==> src/hw/rtl/two_button_debounce_press_classifier_macros.svh <==
// Assertion macros shared by the debounce and press classifier RTL.
`ifndef TWO_BUTTON_DEBOUNCE_PRESS_CLASSIFIER_MACROS_SVH
`define TWO_BUTTON_DEBOUNCE_PRESS_CLASSIFIER_MACROS_SVH

// Checks a property on every rising edge of clk while out of reset.
`define TBDPC_ASSERT(lbl, prop) \
    lbl: assert property (@(posedge clk) disable iff (!rst_n) (prop)) \
        else $error("tbdpc assertion failed");

// Checks that a condition never holds.
`define TBDPC_NEVER(lbl, cond) \
    `TBDPC_ASSERT(lbl, !(cond))

`endif

==> src/hw/rtl/tbdpc_pkg.sv <==
// Package with types and constants of the two-button debounce and press classifier.
`timescale 1ns / 1ps
package tbdpc_pkg;

    // Width of the internal timestamp arithmetic; time differences wrap at this width.
    localparam int TIME_BITS = 32;
    localparam int THR_BITS  = 16;
    localparam int CFG_IDX_BITS = 2;

    typedef logic [TIME_BITS-1:0] tstamp_t;
    typedef logic [THR_BITS-1:0]  thr_t;

    // Configuration register indexes.
    typedef enum logic [CFG_IDX_BITS-1:0] {
        CFG_DEBOUNCE   = 2'd0,
        CFG_LONG_PRESS = 2'd1,
        CFG_COMBO_MIN  = 2'd2
    } cfg_idx_t;

    localparam thr_t DEBOUNCE_RESET   = 16'd30;
    localparam thr_t LONG_PRESS_RESET = 16'd1000;
    localparam thr_t COMBO_MIN_RESET  = 16'd500;

    // One poll word.
    typedef struct packed {
        logic        pin_left;
        logic        pin_right;
        logic [31:0] now_ms;
        logic        clear_edges;
    } in_word_t;

    // One result word.
    typedef struct packed {
        logic        short_left;
        logic        long_left;
        logic        short_right;
        logic        long_right;
        logic        held_left;
        logic        held_right;
        logic [31:0] held_ms_left;
        logic [31:0] held_ms_right;
        logic [31:0] combo_ms;
    } out_word_t;

    // Thresholds the per-button logic needs.
    typedef struct packed {
        thr_t debounce_ms;
        thr_t long_press_ms;
    } btn_cfg_t;

    // Per-button poll result.
    typedef struct packed {
        logic    short_pulse;
        logic    long_pulse;
        logic    held;
        tstamp_t held_ms;
        tstamp_t press_time;
    } btn_res_t;

endpackage

==> src/hw/rtl/two_button_debounce_press_classifier.sv <==
// Two-button debounce and press classifier top level with word handshakes.
// Every poll word yields exactly one result word. A poll word is registered on
// input, evaluated against the per-button state once the output register is
// free and written to the output register; a new word can be taken in every
// cycle while the output is drained. Both button units update their state on
// the edge that writes the result word.
// Thresholds reset to 30 ms debounce, 1000 ms long press and 500 ms combo
// minimum; write them only while no word is in flight.
`timescale 1ns / 1ps
module two_button_debounce_press_classifier
    import tbdpc_pkg::*;
(
    input  logic                    clk,
    input  logic                    rst_n,
    input  logic                    in_valid,
    output logic                    in_ready,
    input  in_word_t                in_data,
    output logic                    out_valid,
    input  logic                    out_ready,
    output out_word_t               out_data,
    input  logic                    cfg_we,
    input  logic [CFG_IDX_BITS-1:0] cfg_addr,
    input  thr_t                    cfg_wdata
);

`include "two_button_debounce_press_classifier_macros.svh"

    thr_t      debounce_reg;
    thr_t      long_press_reg;
    thr_t      combo_min_reg;
    logic      in_vld_reg;
    in_word_t  in_reg;
    logic      out_vld_reg;
    out_word_t out_reg;
    out_word_t out_next;

    logic      advance;
    tstamp_t   now;
    btn_cfg_t  btn_cfg;
    btn_res_t  res_left;
    btn_res_t  res_right;
    tstamp_t   combo_start;
    tstamp_t   combo_hold;
    tstamp_t   combo_val;

    // Configuration registers.
    always_ff @(posedge clk or negedge rst_n)
    begin
        if (!rst_n)
        begin
            debounce_reg   <= DEBOUNCE_RESET;
            long_press_reg <= LONG_PRESS_RESET;
            combo_min_reg  <= COMBO_MIN_RESET;
        end
        else if (cfg_we)
        begin
            case (cfg_idx_t'(cfg_addr))
                CFG_DEBOUNCE:   debounce_reg   <= cfg_wdata;
                CFG_LONG_PRESS: long_press_reg <= cfg_wdata;
                CFG_COMBO_MIN:  combo_min_reg  <= cfg_wdata;
                default:        ;
            endcase
        end
    end

    // Handshake: the input stage moves whenever the output register is free.
    assign advance  = in_vld_reg && (!out_vld_reg || out_ready);
    assign in_ready = !in_vld_reg || !out_vld_reg || out_ready;

    always_ff @(posedge clk or negedge rst_n)
    begin
        if (!rst_n)
        begin
            in_vld_reg <= 1'b0;
        end
        else if (in_ready)
        begin
            in_vld_reg <= in_valid;
        end
    end

    always_ff @(posedge clk)
    begin
        if (in_valid && in_ready)
        begin
            in_reg <= in_data;
        end
    end

    assign now             = tstamp_t'(in_reg.now_ms);
    assign btn_cfg.debounce_ms   = debounce_reg;
    assign btn_cfg.long_press_ms = long_press_reg;

    // Per-button debounce and classification.
    tbdpc_button u_left (
        .clk     (clk),
        .rst_n   (rst_n),
        .en      (advance),
        .pressed (!in_reg.pin_left),
        .now     (now),
        .clear   (in_reg.clear_edges),
        .cfg     (btn_cfg),
        .res     (res_left)
    );

    tbdpc_button u_right (
        .clk     (clk),
        .rst_n   (rst_n),
        .en      (advance),
        .pressed (!in_reg.pin_right),
        .now     (now),
        .clear   (in_reg.clear_edges),
        .cfg     (btn_cfg),
        .res     (res_right)
    );

    // Combo time counts from the later press; a press in the future gives zero.
    always_comb
    begin
        combo_start = (res_right.press_time > res_left.press_time)
                      ? res_right.press_time : res_left.press_time;
        combo_hold  = now - combo_start;
        combo_val   = '0;
        if (res_left.held && res_right.held && (now >= combo_start)
            && (combo_hold >= tstamp_t'(combo_min_reg)))
        begin
            combo_val = combo_hold;
        end
    end

    // Assemble the result word.
    always_comb
    begin
        out_next.short_left    = res_left.short_pulse;
        out_next.long_left     = res_left.long_pulse;
        out_next.short_right   = res_right.short_pulse;
        out_next.long_right    = res_right.long_pulse;
        out_next.held_left     = res_left.held;
        out_next.held_right    = res_right.held;
        out_next.held_ms_left  = 32'(res_left.held_ms);
        out_next.held_ms_right = 32'(res_right.held_ms);
        out_next.combo_ms      = 32'(combo_val);
    end

    // Output register.
    always_ff @(posedge clk or negedge rst_n)
    begin
        if (!rst_n)
        begin
            out_vld_reg <= 1'b0;
        end
        else if (advance)
        begin
            out_vld_reg <= 1'b1;
        end
        else if (out_ready)
        begin
            out_vld_reg <= 1'b0;
        end
    end

    always_ff @(posedge clk)
    begin
        if (advance)
        begin
            out_reg <= out_next;
        end
    end

    assign out_valid = out_vld_reg;
    assign out_data  = out_reg;

    // A button cannot complete a short press and fire a long press on the same poll.
    `TBDPC_NEVER(a_left_short_long, out_vld_reg && out_reg.short_left && out_reg.long_left)
    `TBDPC_NEVER(a_right_short_long, out_vld_reg && out_reg.short_right && out_reg.long_right)
    // A released button reports no hold time.
    `TBDPC_ASSERT(a_left_held_ms, (out_vld_reg && !out_reg.held_left) |-> (out_reg.held_ms_left == 32'd0))
    // Combo time needs both buttons held.
    `TBDPC_ASSERT(a_combo_both, (out_vld_reg && (out_reg.combo_ms != 32'd0)) |-> (out_reg.held_left && out_reg.held_right))
    // An empty output register never blocks the input.
    `TBDPC_ASSERT(a_ready_when_empty, !out_vld_reg |-> in_ready)

endmodule

==> src/hw/rtl/tbdpc_button.sv <==
// Debounce state and short/long press detection for one button.
`timescale 1ns / 1ps
module tbdpc_button
    import tbdpc_pkg::*;
(
    input  logic     clk,
    input  logic     rst_n,
    input  logic     en,
    input  logic     pressed,
    input  tstamp_t  now,
    input  logic     clear,
    input  btn_cfg_t cfg,
    output btn_res_t res
);

    logic    sampled_reg, sampled_next;
    logic    debounced_reg, debounced_next;
    tstamp_t change_time_reg, change_time_next;
    tstamp_t press_time_reg, press_time_next;
    logic    long_rep_reg, long_rep_next;

    logic    stable;
    logic    accept;
    logic    new_press;
    tstamp_t held_now;
    logic    long_rep_mid;
    logic    fire_long;
    logic    fire_short;

    // Debounce: a raw change restarts the stability timer.
    always_comb
    begin
        sampled_next     = pressed;
        change_time_next = (pressed != sampled_reg) ? now : change_time_reg;
        stable           = (now - change_time_next) >= tstamp_t'(cfg.debounce_ms);
        accept           = stable && (debounced_reg != sampled_next);
        new_press        = accept && sampled_next;
        debounced_next   = accept ? sampled_next : debounced_reg;
        press_time_next  = new_press ? now : press_time_reg;
        long_rep_mid     = new_press ? 1'b0 : long_rep_reg;
    end

    // Press classification; on a new press the hold time is zero.
    always_comb
    begin
        held_now      = new_press ? '0 : (now - press_time_reg);
        fire_short    = accept && !sampled_next && !long_rep_reg
                        && (held_now < tstamp_t'(cfg.long_press_ms));
        fire_long     = debounced_next && !long_rep_mid
                        && (held_now >= tstamp_t'(cfg.long_press_ms));
        long_rep_next = clear || long_rep_mid || fire_long;

        res.short_pulse = fire_short && !clear;
        res.long_pulse  = fire_long && !clear;
        res.held        = debounced_next;
        res.held_ms     = debounced_next ? held_now : '0;
        res.press_time  = press_time_next;
    end

    // State is updated once per processed poll word.
    always_ff @(posedge clk or negedge rst_n)
    begin
        if (!rst_n)
        begin
            sampled_reg     <= 1'b0;
            debounced_reg   <= 1'b0;
            change_time_reg <= '0;
            press_time_reg  <= '0;
            long_rep_reg    <= 1'b0;
        end
        else if (en)
        begin
            sampled_reg     <= sampled_next;
            debounced_reg   <= debounced_next;
            change_time_reg <= change_time_next;
            press_time_reg  <= press_time_next;
            long_rep_reg    <= long_rep_next;
        end
    end

endmodule

==> config.mk <==
export PLATFORM = sky130hd
export DESIGN_NAME = two_button_debounce_press_classifier
export DESIGN_NICKNAME = d
export VERILOG_FILES = /design/src/hw/rtl/tbdpc_pkg.sv /design/src/hw/rtl/two_button_debounce_press_classifier.sv /design/src/hw/rtl/tbdpc_button.sv
export VERILOG_INCLUDE_DIRS = /design/src /design/src/hw/rtl
export SDC_FILE = /design/constraint.sdc
export NUM_CORES = 1
export LEC_CHECK = 0
export BUFFER_PORTS_ARGS = -buffer_cell sky130_fd_sc_hd__buf_2
export CAP_MARGIN = 0
export CORE_MARGIN = 2
export CORE_UTILIZATION = 50
export DETAILED_ROUTE_END_ITERATION = 7
export PLACE_DENSITY = 0.75
export SLEW_MARGIN = 20
export SYNTH_ARGS = -nofsm -noshare
export SYNTH_HDL_FRONTEND = slang
export SYNTH_SLANG_ARGS = --single-unit
==> constraint.sdc <==
create_clock -name clk -period 25.6 [get_ports clk]
set_input_delay 0 -clock clk [delete_from_list [all_inputs] [get_ports clk]]
set_output_delay 0 -clock clk [all_outputs]
set_load 0.03 [all_outputs]
Word-level counts from Yosys, hierarchy flattened. Index checks and enable logic that the tools add are counted.

Logic and storage cells: 105. Input port bits: 58. Bits in registers: 321.

$lt $le $gt $ge: 9. Muxes and demuxes: 13. Add/subtract/negate cells: 5. Reductions and logical operators: 44. Eq/ne operators: 6.

Operators by type and width (count): 2-to-1 mux 32 bit (7); >= comparator 32 x 16 -> 1 bit (5); subtractor 32 bit (5); less-than comparator 32 x 16 -> 1 bit (2); >= comparator 32 bit (1); > comparator 32 bit (1); logical AND 1 bit (23); zero test 1 bit (9); logical OR 1 bit (7); 2-to-1 mux 1 bit (6); AND reduction 2 bit (3); inequality test 1 bit (4); equality test 2 x 1 -> 1 bit (second input constant) (1); equality test 2 bit (second input constant) (1); zero test 2 bit (1); nonzero test 2 bit (1).

Longest topological paths before layout.
Depth after elaboration: 13. Gate-level depth with buffers: 70. Gate-level depth less buffers: 61.

Cells and area by module. A second synthesis with hierarchy kept.

Cells, all modules: 3025. Area, all modules: 27503.9 um2.

By module, submodules not included: two_button_debounce_press_classifier (cells each 790, seq. area each 5385.2 um2, area an instance 9934.5 um2, times used 1); tbdpc_button (u_left) (cells each 1118, seq. area each 1676.6 um2, area an instance 8878.5 um2, times used 1); tbdpc_button (u_right) (cells each 1117, seq. area each 1676.6 um2, area an instance 8690.8 um2, times used 1).

Worst setup path after synthesis. Ideal clock, no wire load.

Kind: register to register. Start: register in_reg[34] (netlist name). End: register out_reg, in the netlist out_data[10], data pin. Setup slack: 13.455 ns. Arrival: 11.876 ns. Cell stages (with the launch flop): 64. Path buffers: 10. Clock period less this slack: 12.145 ns. Cell sequence: edfxtp_1 > clkbuf_1 > xor2_1 > clkbuf_1 > buf_1 > clkbuf_1 > nand2_1 > o21ai_0 > ha_1 > inv_1 > o2bb2ai_1 > o2111a_1 > or3_1 > a21oi_1 > o21ai_0 > a21oi_1 > xnor2_1 > ha_1 > (+28 left out) > inv_1 > fa_1 > a21o_1 > a21oi_1 > o21ai_0 > a21oi_1 > o21bai_1 > a221o_1 > a31o_2 > and3b_1 > a2111oi_0 > xnor2_1 > a211oi_1 > nand4_1 > and4b_1 > clkbuf_1 > clkbuf_1 > nor3b_1.

Cells in the longest elaborated chain, start to end: 13. Elaborated cells on any way between the ends: 18.

RTL lines: start: declaration (line two_button_debounce_press_classifier.sv:32) `in_word_t in_reg;`; start signal: assignment (line two_button_debounce_press_classifier.sv:86) `in_reg <= in_data;`; zero test 1 bit (*) (line two_button_debounce_press_classifier.sv:99) `.pressed (!in_reg.pin_left),`; inequality test 1 bit (*) (line tbdpc_button.sv:34) `change_time_next = (pressed != sampled_reg) ? now : change_time_reg;`; 2-to-1 mux 32 bit (*) (line tbdpc_button.sv:34); named net u_left.change_time_next[0] (line tbdpc_button.sv:18) `tstamp_t change_time_reg, change_time_next;`; subtractor 32 bit (*) (line tbdpc_button.sv:35) `stable = (now - change_time_next) >= tstamp_t'(cfg.debounce_ms);`; >= comparator 32 x 16 -> 1 bit (*) (line tbdpc_button.sv:35); logical AND 1 bit (*) (line tbdpc_button.sv:36) `accept = stable && (debounced_reg != sampled_next);`; logical AND 1 bit (line tbdpc_button.sv:37) `new_press = accept && sampled_next;`; 2-to-1 mux 32 bit (line tbdpc_button.sv:39) `press_time_next = new_press ? now : press_time_reg;`; > comparator 32 bit (line two_button_debounce_press_classifier.sv:120) `combo_start = (res_right.press_time > res_left.press_time)`; 2-to-1 mux 32 bit (line two_button_debounce_press_classifier.sv:121) `? res_right.press_time : res_left.press_time;`; subtractor 32 bit / >= comparator 32 bit (equally long branches) (line two_button_debounce_press_classifier.sv:122, two_button_debounce_press_classifier.sv:124); >= comparator 32 x 16 -> 1 bit / logical AND 1 bit (equally long branches) (line two_button_debounce_press_classifier.sv:125, two_button_debounce_press_classifier.sv:124); logical AND 1 bit (line two_button_debounce_press_classifier.sv:125) `&& (combo_hold >= tstamp_t'(combo_min_reg)))`; end signal: assignment (line two_button_debounce_press_classifier.sv:166) `out_reg <= out_next;`; end: declaration (line two_button_debounce_press_classifier.sv:34) `out_word_t out_reg;`.

The timed path passes the listed nets; every way through them passes the cells marked *. A chain may end at the register's enable or synchronous reset.

Final worst setup path.
Start: register in_reg[34] (netlist name). End: register out_reg, in the netlist out_data[23], data pin.

Same word-level chain as after synthesis.

==> flow_summary_export.csv <==
group,metric,value,unit
placed_design,placed_cell_area,26800,um2
worst_setup_path,cp_common_cell,"a21oi_1",
clock_tree,cts-root-buf,"clkbuf_16",
worst_setup_path,r2r_setup_slack,11220,ps
placed_design,gp_congestion,1.03,
cells_and_area,areaGrowthSynthToFinish,13.4,%
detailed_routing,drt_wl_total,80500,um
power_and_ir_drop,seqPwrFrac,23.6,%
logic_synthesis,ys_types,104,
logic_synthesis,syn-cell-area,25600,um2
clock_tree,clock_path_buffers,3,
worst_setup_path,timing.rr.end,"out_data[23]",
clock_tree,cts_buffers,39,
clock_tree,clock_sinks,321,
die,row_count,82,
clock_tree,cts_resized,0,
cells_and_area,layout.nets,3300,
worst_setup_path,start_kind,"flip-flop",
worst_setup_path,rr_worst_depth,56,
run,drv_cap,0,
detailed_routing,routed_via_density,6.06,
cells_and_area,largest_reg_flops,102,
logic_synthesis,syn_inst,2805,
logic_synthesis,ys_seq_area_share,34.2,%
die,die_area,52900,um2
power_and_ir_drop,vdd_ir_drop_max,0.0558,mV
clock_tree,path_clk_slew,60,ps
power_and_ir_drop,power_per_cell_area,111,nW/um2
cells_and_area,fill_cells,4401,
worst_setup_path,crit_type,"flip-flop to flip-flop",
sta,worstMarginPinSlew,1070,ps
sta,fin_skew,26.6,ps
worst_setup_path,critPathMaxStageDelay,830,ps
clock_tree,cts_tree,"done",
die,core,50300,um2
worst_setup_path,crit_family,"compound AO/OA/AOI/OAI gates",
sta,slew_violations,0,
power_and_ir_drop,switching_share,44.6,%
logic_synthesis,ys_ff_latch,321,
detailed_routing,wl_per_cell,21.8,um
worst_setup_path,crit_required,25900,ps
grt,grt_antenna_before_repair,1,
detailed_routing,first_pass_iters,6,
cells_and_area,final_layout_size_suffix_gt1_share,12.9,%
placed_design,dp_cells,3547,
sta,maxSlewHeadroom,28.4,%
clock_tree,h-tree-depth,2,
power_and_ir_drop,total_power,3210,uW
die,die-width,230,um
grt,grt_pass1_wl,124000,um
cells_and_area,final_area,29000,um2
logic_synthesis,synth_ff_type,"dfrtp_1",
power_and_ir_drop,power.internal,1780,uW
grt,grt_max_degree,105,
cells_and_area,seq_area,8740,um2
grt,grt_pass1_vias,21900,
hold_path,min_path_type,"input port to async pin",
grt,grt_overflow,0,
clock_tree,clk_latency,580,ps
sta,hold_ws,26.1,ps
detailed_routing,drc_errors,0,
worst_setup_path,arrival,14680,ps
worst_setup_path,end_kind,"flip-flop",
placed_design,dp_hpwl,60300,um
placed_design,portBuffers,161,
detailed_routing,ant_nets,0,
detailed_routing,initialDrtViolationCount,1749,
logic_synthesis,async_reset_ff_share,57.3,%
sta,rsz0062_at_grt,"no",
sta,timing.final.crit_share,56.2,%
logic_synthesis,synth_area_leader_cell,"dfrtp_1",
detailed_routing,vias,22400,
sta,setup_viol,0,
worst_setup_path,path_max_fanout,59,
sta,finalSetupTns,0,ps
worst_setup_path,worstSetupStartpoint,"in_reg[34]",
power_and_ir_drop,power_frac_clock,18.7,%
sta,layout_min_cycle_time,14380,ps
power_and_ir_drop,switchingPower,1430,uW
logic_synthesis,syn-num-nets,3113,
worst_setup_path,cp_num_buf_inv,5,
worst_setup_path,crit_path_top_delay_cell,"nand2_1",
run_status,outcome,"finished, final reports clean",
power_and_ir_drop,combPwrFrac,57.7,%
logic_synthesis,syn_area_per_cell,9.11,um2
sta,hold_viol,0,
logic_synthesis,synth.top_cell.area_share,16.4,%
cells_and_area,multi_input_area,15500,um2
die,die_y,230,um
logic_synthesis,yosys_warnings,0,
power_and_ir_drop,leakage,0.0132,uW
worst_setup_path,r2r-start,"in_reg[34]",
cells_and_area,final_common_cell,"nand2_1",
sta,fmax,0.0695,GHz
logic_synthesis,synthTopCellsByArea,"dfrtp_1 (16%), edfxtp_1 (16%), ha_1 (12%)",
cells_and_area,most-common-layout-cells,"nand2_1 (282), ha_1 (247), o21ai_0 (241)",
cells_and_area,final_cells,3697,
clock_tree,cts_setup_buffers,0,
die,io_pins,162,
die,start_util,50.8,%
grt,track_usage,29.9,%
clock_tree,postCtsHoldBufs,75,
logic_synthesis,synth_edf_count,137,
==> metrics by stage <==
stage / utilization, % / worst slack (ps)
3_3_place_gp: 53.3 / 11690
6_report: 57.6 / 11220
5_1_grt: 57.6 / 10360
4_1_cts: 57.6 / 11410
2_1_floorplan: - / 13460
3_5_place_dp: 53.3 / 11530
==> cells in the mapped netlist, types with 61 or more instances <==
cell and n:
clkbuf_1 83, edfxtp_1 137, nor2_1 158, o21ai_0 241, mux2i_1 88, nand2_1 283, inv_1 210, xnor2_1 85
xor2_1 61, ha_1 247, a21oi_1 200, dfrtp_1 168, a21o_1 99
==> worst reg2reg max path: cells and delay by family (launching register included) <==
| family | cells | cell delay [ps] |
|---|---|---|
| muxes | 2 | 690 |
| adders and majority gates | 5 | 1430 |
| AOI/OAI and AO/OA | 29 | 6330 |
| and+or+nand+nor | 13 | 3390 |
| xor gates and xnor gates | 2 | 400 |
| DFF | 1 | 580 |
| buffers and inverters | 5 | 1270 |
==> logic make-up after synthesis <==
logic type / after synthesis / synth area share (%)
fa+ha+maj: 271 / 13.2
simple gates: 818 / 15.9
mux: 158 / 6.96
xor+xnor: 147 / 5.07
compound gates: 769 / 19.2
buf+inv: 321 / 5.54
flops: 321 / 34.2
==> worst max path at each step <==
stage | end | cells past startpoint
2_1_floorplan | out_data[10] | 63
3_3_place_gp | out_data[23] | 57
3_5_place_dp | out_data[23] | 57
4_1_cts | out_data[23] | 57
5_1_grt | out_data[23] | 55
6_report | out_data[23] | 56
==> routing by layer <==
metal,vias up,part of all wire (%),global-route usage (%),wire (um)
li1,10500,-,-,-
met1,10800,40,37.2,32200
met2,901,47,50.4,38100
met3,210,7.7,5.69,6170
met4,0,5.0,13.4,3990
met5,-,0,0,0
==> cell type report <==
cell class	instances	share of cell area [%]
Antenna cell	2	0.0173
Clock buffer	53	3.87
Timing Repair Buffer	256	6.02
Inverter	211	2.74
Sequential cell	321	30.2
Tap cell	672	2.90
Clock inverter	19	0.885
Multi-Input combinational cell	2163	53.4
==> power groups by stage <==
| stage | registers (uW) | clock network (uW) | logic [uW] |
|---|---|---|---|
| finish | 758 | 599 | 1850 |
| global route | 769 | 623 | 2020 |
| CTS | 755 | 605 | 1820 |
| detailed placement | 764 | 0 | 1790 |
| global placement | 759 | 0 | 1750 |
| floorplan | 788 | 0 | 1320 |
No activity file was read; power rests on OpenSTA's default activity.
